==> config.mk <==
export PLATFORM = sky130hd
export DESIGN_NAME = m4qc_merge
export DESIGN_NICKNAME = d
export VERILOG_FILES = /design/src/rtl/m4qc_pkg.sv /design/src/rtl/m4qc_merge.sv
export SDC_FILE = /design/constraint.sdc
export NUM_CORES = 1
export LEC_CHECK = 0
export BUFFER_PORTS_ARGS = -buffer_cell sky130_fd_sc_hd__buf_4
export CELL_PAD_IN_SITES_DETAIL_PLACEMENT = 0
export CELL_PAD_IN_SITES_GLOBAL_PLACEMENT = 2
export CORE_UTILIZATION = 27
export CTS_CLUSTER_SIZE = 12
export DETAILED_ROUTE_END_ITERATION = 6
export PLACE_DENSITY_LB_ADDON = 0.1
export SLEW_MARGIN = 20
export SYNTH_ARGS = -nofsm -noshare
export SYNTH_HDL_FRONTEND = slang
export SYNTH_SLANG_ARGS = --single-unit
export TNS_END_PERCENT = 50
==> constraint.sdc <==
create_clock -name i_clk -period 1.45 [get_ports i_clk]
set_clock_uncertainty 0.15 [all_clocks]
set_input_delay 0.29 -clock i_clk [delete_from_list [all_inputs] [get_ports i_clk]]
set_output_delay 0.29 -clock i_clk [all_outputs]
set_load 0.01 [all_outputs]
==> src/rtl/m4qc_pkg.sv <==
// ----------------------------------------------------------------------------
// m4qc_pkg
// shared types and constants for the 4x4 quad combine transform
// ----------------------------------------------------------------------------
package m4qc_pkg;

    // default word format, signed fixed point
    localparam int WORD_BITS_DEF = 32;
    localparam int FRAC_BITS_DEF = 16;

    // number of quads and of lanes
    localparam int NUM_QUADS = 4;
    localparam int NUM_LANES = 4;

    // configuration register file
    localparam int CFG_REGS       = 8;
    localparam int CFG_IDX_BITS   = 8;
    localparam int CFG_DATA_BITS  = 64;
    localparam int CFG_HALF_BITS  = 32;
    localparam int FIELD_BITS     = 32;

    localparam logic [CFG_IDX_BITS-1:0] CFG_Q0_L01 = 8'd0;
    localparam logic [CFG_IDX_BITS-1:0] CFG_Q0_L23 = 8'd1;
    localparam logic [CFG_IDX_BITS-1:0] CFG_Q1_L01 = 8'd2;
    localparam logic [CFG_IDX_BITS-1:0] CFG_Q1_L23 = 8'd3;
    localparam logic [CFG_IDX_BITS-1:0] CFG_Q2_L01 = 8'd4;
    localparam logic [CFG_IDX_BITS-1:0] CFG_Q2_L23 = 8'd5;
    localparam logic [CFG_IDX_BITS-1:0] CFG_Q3_L01 = 8'd6;
    localparam logic [CFG_IDX_BITS-1:0] CFG_Q3_L23 = 8'd7;

    // what one lane hands to the merging stage
    typedef struct packed {
        logic [FIELD_BITS-1:0] value;
        logic                  sat;
    } t_lane_res;

endpackage

==> src/rtl/m4qc_merge.sv <==
// ----------------------------------------------------------------------------
// m4qc_merge
// gathers the lane results into one output transaction
// ----------------------------------------------------------------------------
module m4qc_merge (
    input  logic                    i_clk,
    input  logic                    i_rst_n,
    input  logic                    i_en,
    input  logic                    i_valid,
    input  m4qc_pkg::t_lane_res     i_res [m4qc_pkg::NUM_LANES],
    output logic                    o_valid,
    output logic [m4qc_pkg::FIELD_BITS-1:0] o_value [m4qc_pkg::NUM_LANES],
    output logic                    o_saturated
);
    import m4qc_pkg::*;

    logic                  r_valid;
    logic [FIELD_BITS-1:0] r_value [NUM_LANES];
    logic                  r_sat;
    logic                  n_sat;

    // any clipped lane flags the whole vector
    always_comb begin
        n_sat = 1'b0;
        for (int l = 0; l < NUM_LANES; l++) begin
            n_sat = n_sat | i_res[l].sat;
        end
    end

    always_ff @(posedge i_clk) begin
        if (!i_rst_n) begin
            r_valid <= 1'b0;
        end else if (i_en) begin
            r_valid <= i_valid;
        end
    end

    always_ff @(posedge i_clk) begin
        if (i_en) begin
            for (int l = 0; l < NUM_LANES; l++) begin
                r_value[l] <= i_res[l].value;
            end
            r_sat <= n_sat;
        end
    end

    assign o_valid     = r_valid;
    assign o_value     = r_value;
    assign o_saturated = r_sat;

endmodule
==> run summary, run 1 <==
Synth Register Bits: 130
Main combinational cell family by area after synthesis: simple AND/OR/NAND/NOR gates
Post-Synth Simple-Gate Area: 0.351%
Cell count after synthesis: 133
Synth Net Count: 269
Adder-cell share of the synthesized area: 0%
Starting Density: 27.9%
Run Error: [ERROR RSZ-0060] Max buffer count reached.
Syn avg cell area: 29.5 um^2
DIE WIDTH: 122 um
Num Clock Sinks: 130
Mux contribution to synthesized area: 0.256%
Post-CTS Resized: 0
FP Rows: 43
Synth Area in XOR/XNOR: 0%
Root Driver: clkbuf_16
Number of library cell types mapped by synthesis: 5
H-tree depth: 4
Placer Congestion: 0.679
Mapped Area: 3920 um^2
DIE HEIGHT: 122 um
Clk buf depth: 2
Top Ports: 266
Post-synthesis compound-gate area fraction: 0%
Failing step: clock tree synthesis
Sequential area share after synthesis: 99.4%
CTS Hold Bufs: 123
Status: stopped before the end
Buffer count from post-CTS setup fixing: 0
Quantity of I/O buffers inserted on ports: 265
CTS Buf Count: 17
Synth warnings: 0
==> logic make-up after synthesis <==
family,count (synthesis)
and+or+nand+nor,2
muxes,1
DFF,130
==> synthesized netlist by cell type, drive strengths merged <==
| cell | count | area (um^2) |
|---|---|---|
| or4 | 1 | 7.51 |
| mux2i | 1 | 10.0 |
| edfxtp | 129 | 3870 |
| nor2b | 1 | 6.26 |
| dfxtp | 1 | 20.0 |
==> per-stage QoR <==
stage          utilization, %  hold WS, ps  setup WS, ps  instances  area, um^2
2_1_floorplan               -          239           247        133        3920
3_3_place_gp             44.1          318           129        581        6190
3_5_place_dp             44.1          319           132        581        6190
==> run 2: changes to the inputs <==
- CELL_PAD_IN_SITES_DETAIL_PLACEMENT: 0 -> default
- CELL_PAD_IN_SITES_GLOBAL_PLACEMENT: 2 -> default
- CORE_UTILIZATION: 27 -> 20
- CTS_CLUSTER_SIZE: 12 -> default
- PLACE_DENSITY_LB_ADDON: 0.1 -> 0.15
==> run 2 against run 1 <==
Against the previous run:
- the flow now finishes without violations
- synthesized cell count is the same
- area after synthesis is the same
==> run summary, run 2 <==
PnR worst setup slack: 36.5 ps
FP Rows: 50 (+16%)
Endpoints failing setup: 0
Initial antenna violation count: 0
Worst hold path type: input pin to flop
Cell accounting for the most synthesized area: edfxtp_1
Vias in the first global route: 3210
Via density: 3.52
FMAX: 707 MHz
Clk buf depth: 2 (unchanged)
Synth warnings: 0 (unchanged)
Core footprint: 19000 um^2
Num Clock Sinks: 130 (unchanged)
Final Cycle Share: 97.5%
Area of the multi-input gates: 23.8 um^2
First-pass DRT Iterations: 2
Clk slew on worst S/H paths: 60 ps
Buffer count from post-CTS setup fixing: 0 (unchanged)
H-tree depth: 4 (unchanged)
Worst reg2reg path startpoint: o_valid
Starting Density: 20.7% (-7.2 points)
Mapped Area: 3920 um^2 (unchanged)
DIE HEIGHT: 142 um (+16%)
Syn avg cell area: 29.5 um^2 (unchanged)
Slew Viols, Final: 0
Sequential area share after synthesis: 99.4% (unchanged)
Number of library cell types mapped by synthesis: 5 (unchanged)
Synth Register Bits: 130 (unchanged)
Switching Share: 21.1%
Synth Net Count: 269 (unchanged)
Final WL: 11300 um
LEAKAGE: 0.00346 uW
Post-synth EDFFs: 129 (unchanged)
Dpl ws: 124 ps (-8.17 ps)
Crit Path Max Fanout: 1
Worst path required time: 1440 ps
Setup TNS: 0 ps
Final Critical Period: 1410 ps
Max FFs per register: 128
Clock latency on the worst-skew pair: 400 ps
Drt first-iter violations: 53
Quantity of I/O buffers inserted on ports: 265 (unchanged)
Seq pwr share: 45.0%
Max-cap violation count: 0
Worst slew pin tran: 206 ps
IR drop worst, VDD: 0.00105 V
Critical Path Sink Type: flop
Sw power: 2130 uW
Worst Setup EP: o_saturated
Hold Slack: 20.3 ps
Root Driver: clkbuf_16
# diodes: 0
DIE WIDTH: 142 um (+16%)
Synth top area share: 98.9% (unchanged)
DR vias: 2921
First-pass GRT wire length: 17100 um
Placer Congestion: 0.683 (+0.60%)
Largest net degree at the start of global routing: 36
Slowest-stage cell, CP: dlygate4sd3_1
Cell count after synthesis: 133 (unchanged)
ANT nets after route: 0
DIE AREA: 20200 um^2
Total track usage: 11.5%
Final hold violations: 0
Most frequent cells in the layout: 269 x buf_4, 131 x dlygate4sd3_1, 129 x edfxtp_1
HPWL Detailed: 7750 um
Count leader, synth: edfxtp_1
GRT overflow: 0
Area Overhead vs Synth: 111%
Share of cells above drive strength 1: 52.8%
Internal cell power: 7970 uW
Overall Power: 10100 uW
Clock Power Share: 42.3%
Asr flop ratio synth: 0% (unchanged)
CTS Buf Count: 17 (unchanged)
Register area: 3890 um^2
Most area-consuming cells after synthesis: edfxtp_1 99%, dfxtp_1 0.51%, mux2i_1 0.26%
Worst EP arrival: 1410 ps
Top Ports: 266 (unchanged)
NumNets Final: 694
Combinational Power Share: 12.7%
Status: completed
Critical Path Source: i_res[99]
DRC: 0
Crit-path max cell delay: 540 ps
Pwr/cell area: 1220 nW/um^2
CTS tree: done
RSZ-0062 raised after global routing: false
Fill cells: 1700
Synth top cells by count: 129 x edfxtp_1, 1 x dfxtp_1, 1 x mux2i_1, 1 x nor2b_1, 1 x or4_1
Most frequent standard cell in the layout excluding fill and tap cells: buf_4
Main synth FF type: edfxtp_1
Crit-path cells: dlygate4sd3_1 > buf_4 > or4_1
Worst Reg-to-Reg Cells: 2
Worst rel slew slack: 86.2%
Reg2reg end: o_valid
Type of the worst setup path: input pin to flop
Setup crit start kind: input pin
DR WL/cell: 13.6 um
Worst R2R Setup Slack: 660 ps
-- run 2: area by class of cell --
| class | instances | area share, % |
|---|---|---|
| repair buffers | 406 | 41.5 |
| clock inverters | 14 | 1.98 |
| flip-flops and latches | 130 | 47.1 |
| multi-input cells | 3 | 0.288 |
| well taps | 260 | 3.94 |
| clock buffers | 17 | 5.15 |
-- run 2: per-stage QoR --
stage | std cells | utilization, % | area [um^2]
final | 830 | 43.6 | 8260
after global routing | 830 | 43.6 | 8260
after CTS | 831 | 43.6 | 8260
after detailed placement | 666 | 33.4 | 6330
after global placement | 666 | 33.4 | 6330
after floorplan | 133 | - | 3920
-- run 2: worst max-delay path: cells and delay by family --
| kind | cells | cell delay, ps |
|---|---|---|
| buffers and inverters | 2 | 670 |
| AND/OR/NAND/NOR | 1 | 450 |
-- run 2: worst min-delay path by stage --
stage          cells after the start  slack (ps)     endpoint      start
2_1_floorplan                      0         240   o_value[0]   i_res[1]
3_3_place_gp                       1         320  o_value[18]  i_res[19]
3_5_place_dp                       1         320  o_value[16]  i_res[17]
4_1_cts                            1         110  o_value[83]       i_en
5_1_grt                            1          40  o_value[83]       i_en
6_report                           3          20      o_valid    i_valid
-- run 2: power by group through the flow --
stage	Clock (uW)	Sequential (uW)	Combinational (uW)
final	4270	4550	1290
after global routing	4530	4580	1370
after CTS	4420	4550	1300
after detailed placement	0	4620	1000
after global placement	0	4620	1000
after floorplan	0	4780	3.23
-- run 2: metal layers --
metal  part of all wire [%]  global-route usage, %  wire length (um)
met1                     38                   11.8              4260
met3                     12                   6.19              1330
met4                    1.8                   5.32               206
met2                     49                   19.2              5480
met5                      0                      0                 0
-- run 2: logic make-up (layout without fill, tap and decap cells) --
logic type | count (synthesis) | after routing | share of synthesized area, %
flip-flops | 130 | 130 | 99.4
buffers and inverters | 0 | 437 | 0
AND/OR/NAND/NOR | 2 | 2 | 0.351
multiplexers | 1 | 1 | 0.256
-- run 2: repair_timing --
action / 4_1_cts / 5_1_grt
endpoints found under the hold margin: 130 / 0
endpoints found under the setup margin: 0 / 2
resized for setup: 0 / 3
hold buffers: 134 / 0
Note: power is estimated with default switching activity, not from simulation.
==> run 3: changes to the inputs <==
==> constraint.sdc (replaced) <==
create_clock -name i_clk -period 1.45 [get_ports i_clk]
set_clock_uncertainty 0.15 [all_clocks]
set_input_delay 0.145 -clock i_clk [delete_from_list [all_inputs] [get_ports i_clk]]
set_output_delay 0.145 -clock i_clk [all_outputs]
set_load 0.01 [all_outputs]
==> run 3 against run 2 <==
Against the previous run:
- combinational power barely moved
- utilization barely moved
- via count rose by 0.79%
- wire length fell by 1.6%
- maximum frequency rose by 5.1%
- flip-flop and latch count did not move
- non-clock buffer count fell by 3
- cell count fell by 0.24%
- sequential power barely moved
==> run summary, run 3 (same netlist as run 2, synthesis figures left out) <==
Internal cell power: 8130 uW (+2.1%)
DR WL/cell: 13.4 um (-1.4%)
Slowest-stage cell, CP: dlygate4sd3_1
NumNets Final: 691 (-0.43%)
DIE AREA: 20200 um^2 (unchanged)
Worst reg2reg path startpoint: o_valid
RSZ-0062 raised after global routing: false
Clock Power Share: 43.3% (+1.0 points)
Buffer count from post-CTS setup fixing: 0 (unchanged)
Endpoints failing setup: 0 (unchanged)
# diodes: 0 (unchanged)
Root Driver: clkbuf_16
Initial antenna violation count: 0 (unchanged)
Placer Congestion: 0.681 (-0.25%)
Via density: 3.56 (+1.0%)
Worst path required time: 1440 ps (about the same)
First-pass DRT Iterations: 4 (+2)
Bufs and invs on worst path: 2 (unchanged)
Max FFs per register: 128 (unchanged)
IR drop worst, VDD: 0.00102 V (-2.9%)
Pwr/cell area: 1240 nW/um^2 (+1.7%)
Combinational Power Share: 12.4% (-0.3 points)
Hold worst-path end: o_value[75]
DR vias: 2944 (+0.79%)
Placed Area: 6280 um^2 (-0.79%)
GRT overflow: 0 (unchanged)
Crit path max-delay family: buffers and inverters
Num Clock Sinks: 130 (unchanged)
Vias in the first global route: 3227 (+0.53%)
Fill cells: 1688 (-0.71%)
Worst hold path type: input pin to flop
DRC: 0 (unchanged)
Worst R2R Setup Slack: 130 ps (-530 ps)
Sw power: 2130 uW (-0.18%)
Clk buf depth: 2 (unchanged)
Slew Viols, Final: 0 (unchanged)
Most frequent cells in the layout: 266 x buf_4, 135 x dlygate4sd3_1, 129 x edfxtp_1
Most frequent standard cell in the layout excluding fill and tap cells: buf_4
Quantity of I/O buffers inserted on ports: 265 (unchanged)
FP Rows: 50 (unchanged)
Total track usage: 11.1% (-0.38 points)
Reg2reg end: o_valid
Worst slew pin tran: 335 ps (+129 ps)
ANT nets after route: 0 (unchanged)
Starting Density: 20.7% (unchanged)
FMAX: 743 MHz (+5.1%)
Crit-path cells: dlygate4sd3_1 > buf_4 > or4_1
Setup TNS: 0 ps (unchanged)
Setup crit start kind: input pin
CTS Buf Count: 17 (unchanged)
Worst Reg-to-Reg Cells: 3 (+1)
Final Critical Period: 1350 ps (-68.2 ps)
Type of the worst setup path: input pin to flop
Max-cap violation count: 0 (unchanged)
Seq pwr share: 44.3% (-0.7 points)
Worst rel slew slack: 77.7% (-8.6 points)
Final hold violations: 0 (unchanged)
Switching Share: 20.7% (-0.37 points)
LEAKAGE: 0.00345 uW (-0.32%)
DIE HEIGHT: 142 um (unchanged)
H-tree depth: 4 (unchanged)
DIE WIDTH: 142 um (unchanged)
Drt first-iter violations: 78 (+47%)
Worst Hold Path Cells: 2 (-1)
Largest net degree at the start of global routing: 60 (+67%)
Status: completed
Critical Path Sink Type: flop
Final Cell Area: 8250 um^2 (about the same)
Crit-path max cell delay: 550 ps (about the same)
Final Cycle Share: 92.8% (-4.7 points)
Clock latency on the worst-skew pair: 410 ps (about the same)
Min-delay src: i_en
Core footprint: 19000 um^2 (unchanged)
Final WL: 11100 um (-1.6%)
Crit Path Max Fanout: 1 (unchanged)
Clk slew on worst S/H paths: 60 ps (about the same)
Top Ports: 266 (unchanged)
Area Overhead vs Synth: 111% (about the same)
CTS tree: done
Share of cells above drive strength 1: 52.6% (-0.17 points)
Worst EP arrival: 1340 ps (-70 ps)
First-pass GRT wire length: 16500 um (-3.2%)
run 3: worst max-delay path by stage:
stage                   from           to  slack (ps)  cells past startpoint
floorplan           i_res[0]  o_saturated         390                      1
global placement    i_res[0]  o_saturated         270                      2
detailed placement      i_en      o_valid         270                      4
CTS                  o_valid      o_valid         150                      3
global route         o_valid      o_valid          80                      3
finish              i_res[0]  o_saturated         100                      3
run 3: per-layer routing:
metal	track usage, %	vias up	wire length, um
met2	19.1	190	5520
met3	5.89	10	1270
met4	4.64	0	155
met5	0	-	0
li1	-	1391	-
met1	11.3	1353	4150
run 3: what timing repair did:
item	4_1_cts	5_1_grt
hold buffers	135	0
endpoints found under the hold margin	133	0
gates resized for setup	0	0
run 3: power groups by stage:
stage / clock network (uW) / registers, uW / logic (uW)
global placement: 0 / 4620 / 985
floorplan: 0 / 4780 / 3.23
detailed placement: 0 / 4620 / 983
CTS: 4590 / 4550 / 1280
global route: 4730 / 4580 / 1350
finish: 4440 / 4550 / 1270
run 3: final cells by class:
type / instances / area (um^2) / share of cell area [%]
timing repair buffer: 403 / 3390 / 41.1
tap: 260 / 325 / 3.94
sequential: 130 / 3890 / 47.2
clock buffer: 21 / 470 / 5.70
multi-input combinational: 3 / 23.8 / 0.288
clock inverter: 11 / 151 / 1.83
run 3: stage by stage:
stage                     worst slack [ps]  instances  util, %  hold slack (ps)  power, uW
after floorplan                        392        133        -             93.9       4790
after global placement                 273        661     33.1              173       5610
after detailed placement               270        661     33.1              174       5610
after CTS                              151        828     43.5             64.1      10400
after global routing                  83.2        828     43.5             83.5      10700
final                                  105        828     43.5             80.2      10300
==> run 4: changes to the inputs <==
- CORE_ASPECT_RATIO: default -> 1.5
- clock period: 1.45 -> 1.25 ns (I/O delays scaled with it)
==> run 4 against run 3 <==
Against the previous run:
- the flow now finishes with violations (hold timing)
- clock power up 19%
- final area rose by 4.0%
- global-route usage is 1.1 points higher
- sequential power rose by 16%
- critical path depth grew 1
- combinational power is 28% higher
- first-iteration DRC count grew 31%
==> run summary, run 4 (same netlist as run 2, synthesis figures left out) <==
Clk buf depth: 2 (unchanged)
Hold Slack: -157 ps (-237 ps)
Dpl ws: 92.2 ps (-178 ps)
Placer Congestion: 0.734 (+7.7%)
DR WL/cell: 14.6 um (+9.3%)
Clock latency on the worst-skew pair: 410 ps (about the same)
Quantity of I/O buffers inserted on ports: 265 (unchanged)
Sw power: 2590 uW (+22%)
FMAX: 816 MHz
Max FFs per register: 128 (unchanged)
Worst rel slew slack: 90.1% (+12 points)
Critical Path Sink Type: flop
Slew Viols, Final: 0 (unchanged)
Switching Share: 21.2% (+0.50 points)
Clk slew on worst S/H paths: 60 ps (about the same)
Max-cap violation count: 0 (unchanged)
Worst slew pin tran: 144 ps (-191 ps)
Share of cells above drive strength 1: 53.4% (+0.74 points)
Most frequent standard cell in the layout excluding fill and tap cells: buf_4
IR drop worst, VDD: 0.000726 V (-29%)
ANT nets after route: 0 (unchanged)
Pwr/cell area: 1420 nW/um^2 (+14%)
CTS Hold Bufs: 134 (-0.74%)
Total track usage: 12.2% (+1.1 points)
Largest net degree at the start of global routing: 27 (-55%)
Final WL: 12200 um (+10%)
DIE WIDTH: 116 um (-18%)
Seq pwr share: 43.5% (-0.8 points)
Core footprint: 19200 um^2 (+1.1%)
Vias in the first global route: 3315 (+2.7%)
DRC: 0 (unchanged)
CTS Buf Count: 17 (unchanged)
LEAKAGE: 0.00359 uW (+4.1%)
NumNets Final: 700 (+1.3%)
Final Cycle Share: 98.0%
DIE AREA: 20200 um^2 (about the same)
Most frequent cells in the layout: 218 x buf_4, 132 x dlygate4sd3_1, 129 x edfxtp_1
Status: complete, but fails checks
Worst hold path type: input pin to flop
Via density: 3.56 (about the same)
Buffer count from post-CTS setup fixing: 0 (unchanged)
CTS tree: done
Drt first-iter violations: 102 (+31%)
Failing checks: hold timing
Clock Power Share: 43.3% (about the same)
Initial antenna violation count: 0 (unchanged)
First-pass DRT Iterations: 4 (unchanged)
Endpoints failing setup: 0 (unchanged)
Num Clock Sinks: 130 (unchanged)
H-tree depth: 4 (unchanged)
HPWL Detailed: 8620 um
DR vias: 2963 (+0.65%)
GRT overflow: 0 (unchanged)
Internal cell power: 9610 uW (+18%)
Area Overhead vs Synth: 119%
PnR worst setup slack: 24.6 ps (-80.1 ps)
Setup crit start kind: input pin
Final hold violations: 1 (+1)
Worst path required time: 1210 ps (-230 ps)
Starting Density: 20.4% (-0.22 points)
First-pass GRT wire length: 17500 um (+6.1%)
Top Ports: 266 (unchanged)
Type of the worst setup path: input pin to flop
Final core occ: 44.8% (+1.2 points)
Worst EP arrival: 1190 ps (-150 ps)
Root Driver: clkbuf_16
# diodes: 0 (unchanged)
Combinational Power Share: 13.3% (+0.9 points)
RSZ-0062 raised after global routing: true
DIE HEIGHT: 173 um (+22%)
Crit Path Max Fanout: 23 (+22)
FP Rows: 62 (+24%)
Final Critical Period: 1230 ps
-- run 4: cell type report --
cell class | instances | area [um^2]
clock buffers | 18 | 429
well taps | 256 | 320
flip-flops and latches | 130 | 3890
multi-input cells | 3 | 23.8
clock inverters | 14 | 203
repair buffers | 412 | 3710
fillers | 1679 | 10600
-- run 4: path summary, 6_finish.rpt --
| path | from | end | slack, ps | cells past startpoint |
|---|---|---|---|---|
| max reg2reg | o_valid | o_valid | 470 | 2 |
| min | i_res[0] | o_saturated | -160 | 2 |
| max | i_en | o_value[25] | 20 | 4 |
| min reg2reg | o_valid | o_valid | 420 | 2 |
-- run 4: metrics by stage --
step / TNS (ps) / instances / cell area [um^2] / power (uW)
finish: 0 / 833 / 8580 / 12200
global route: -637 / 833 / 8580 / 12700
CTS: -74.6 / 833 / 8400 / 12300
detailed placement: 0 / 667 / 6400 / 6570
global placement: 0 / 667 / 6400 / 6560
floorplan: 0 / 133 / 3920 / 5550
-- run 4: repair_timing --
action | 4_1_cts | 5_1_grt
cloned | 0 | 0
pin swaps | 0 | 1
setup endpoints to repair | 9 | 61
gates resized for setup | 7 | 49
hold endpoints to repair | 141 | 1
-- run 4: critical path, stage by stage --
cell and delay [ps]:
dlygate4sd3_1 540, buf_4 140, buf_12 180, buf_4 200
-- run 4: power by group through the flow --
| stage | clock (uW) | sequential, uW | combinational [uW] |
|---|---|---|---|
| global route | 5620 | 5340 | 1710 |
| detailed placement | 0 | 5360 | 1210 |
| finish | 5280 | 5300 | 1620 |
| CTS | 5430 | 5280 | 1570 |
| floorplan | 0 | 5550 | 3.74 |
| global placement | 0 | 5360 | 1200 |
-- run 4: per-layer routing --
metal	part of all wire, %	vias up	GRT usage, %
met3	5.5	15	3.81
met5	0	-	0
met1	32	1411	10.9
met2	60	123	23.3
li1	-	1414	-
met4	2.2	0	6.30
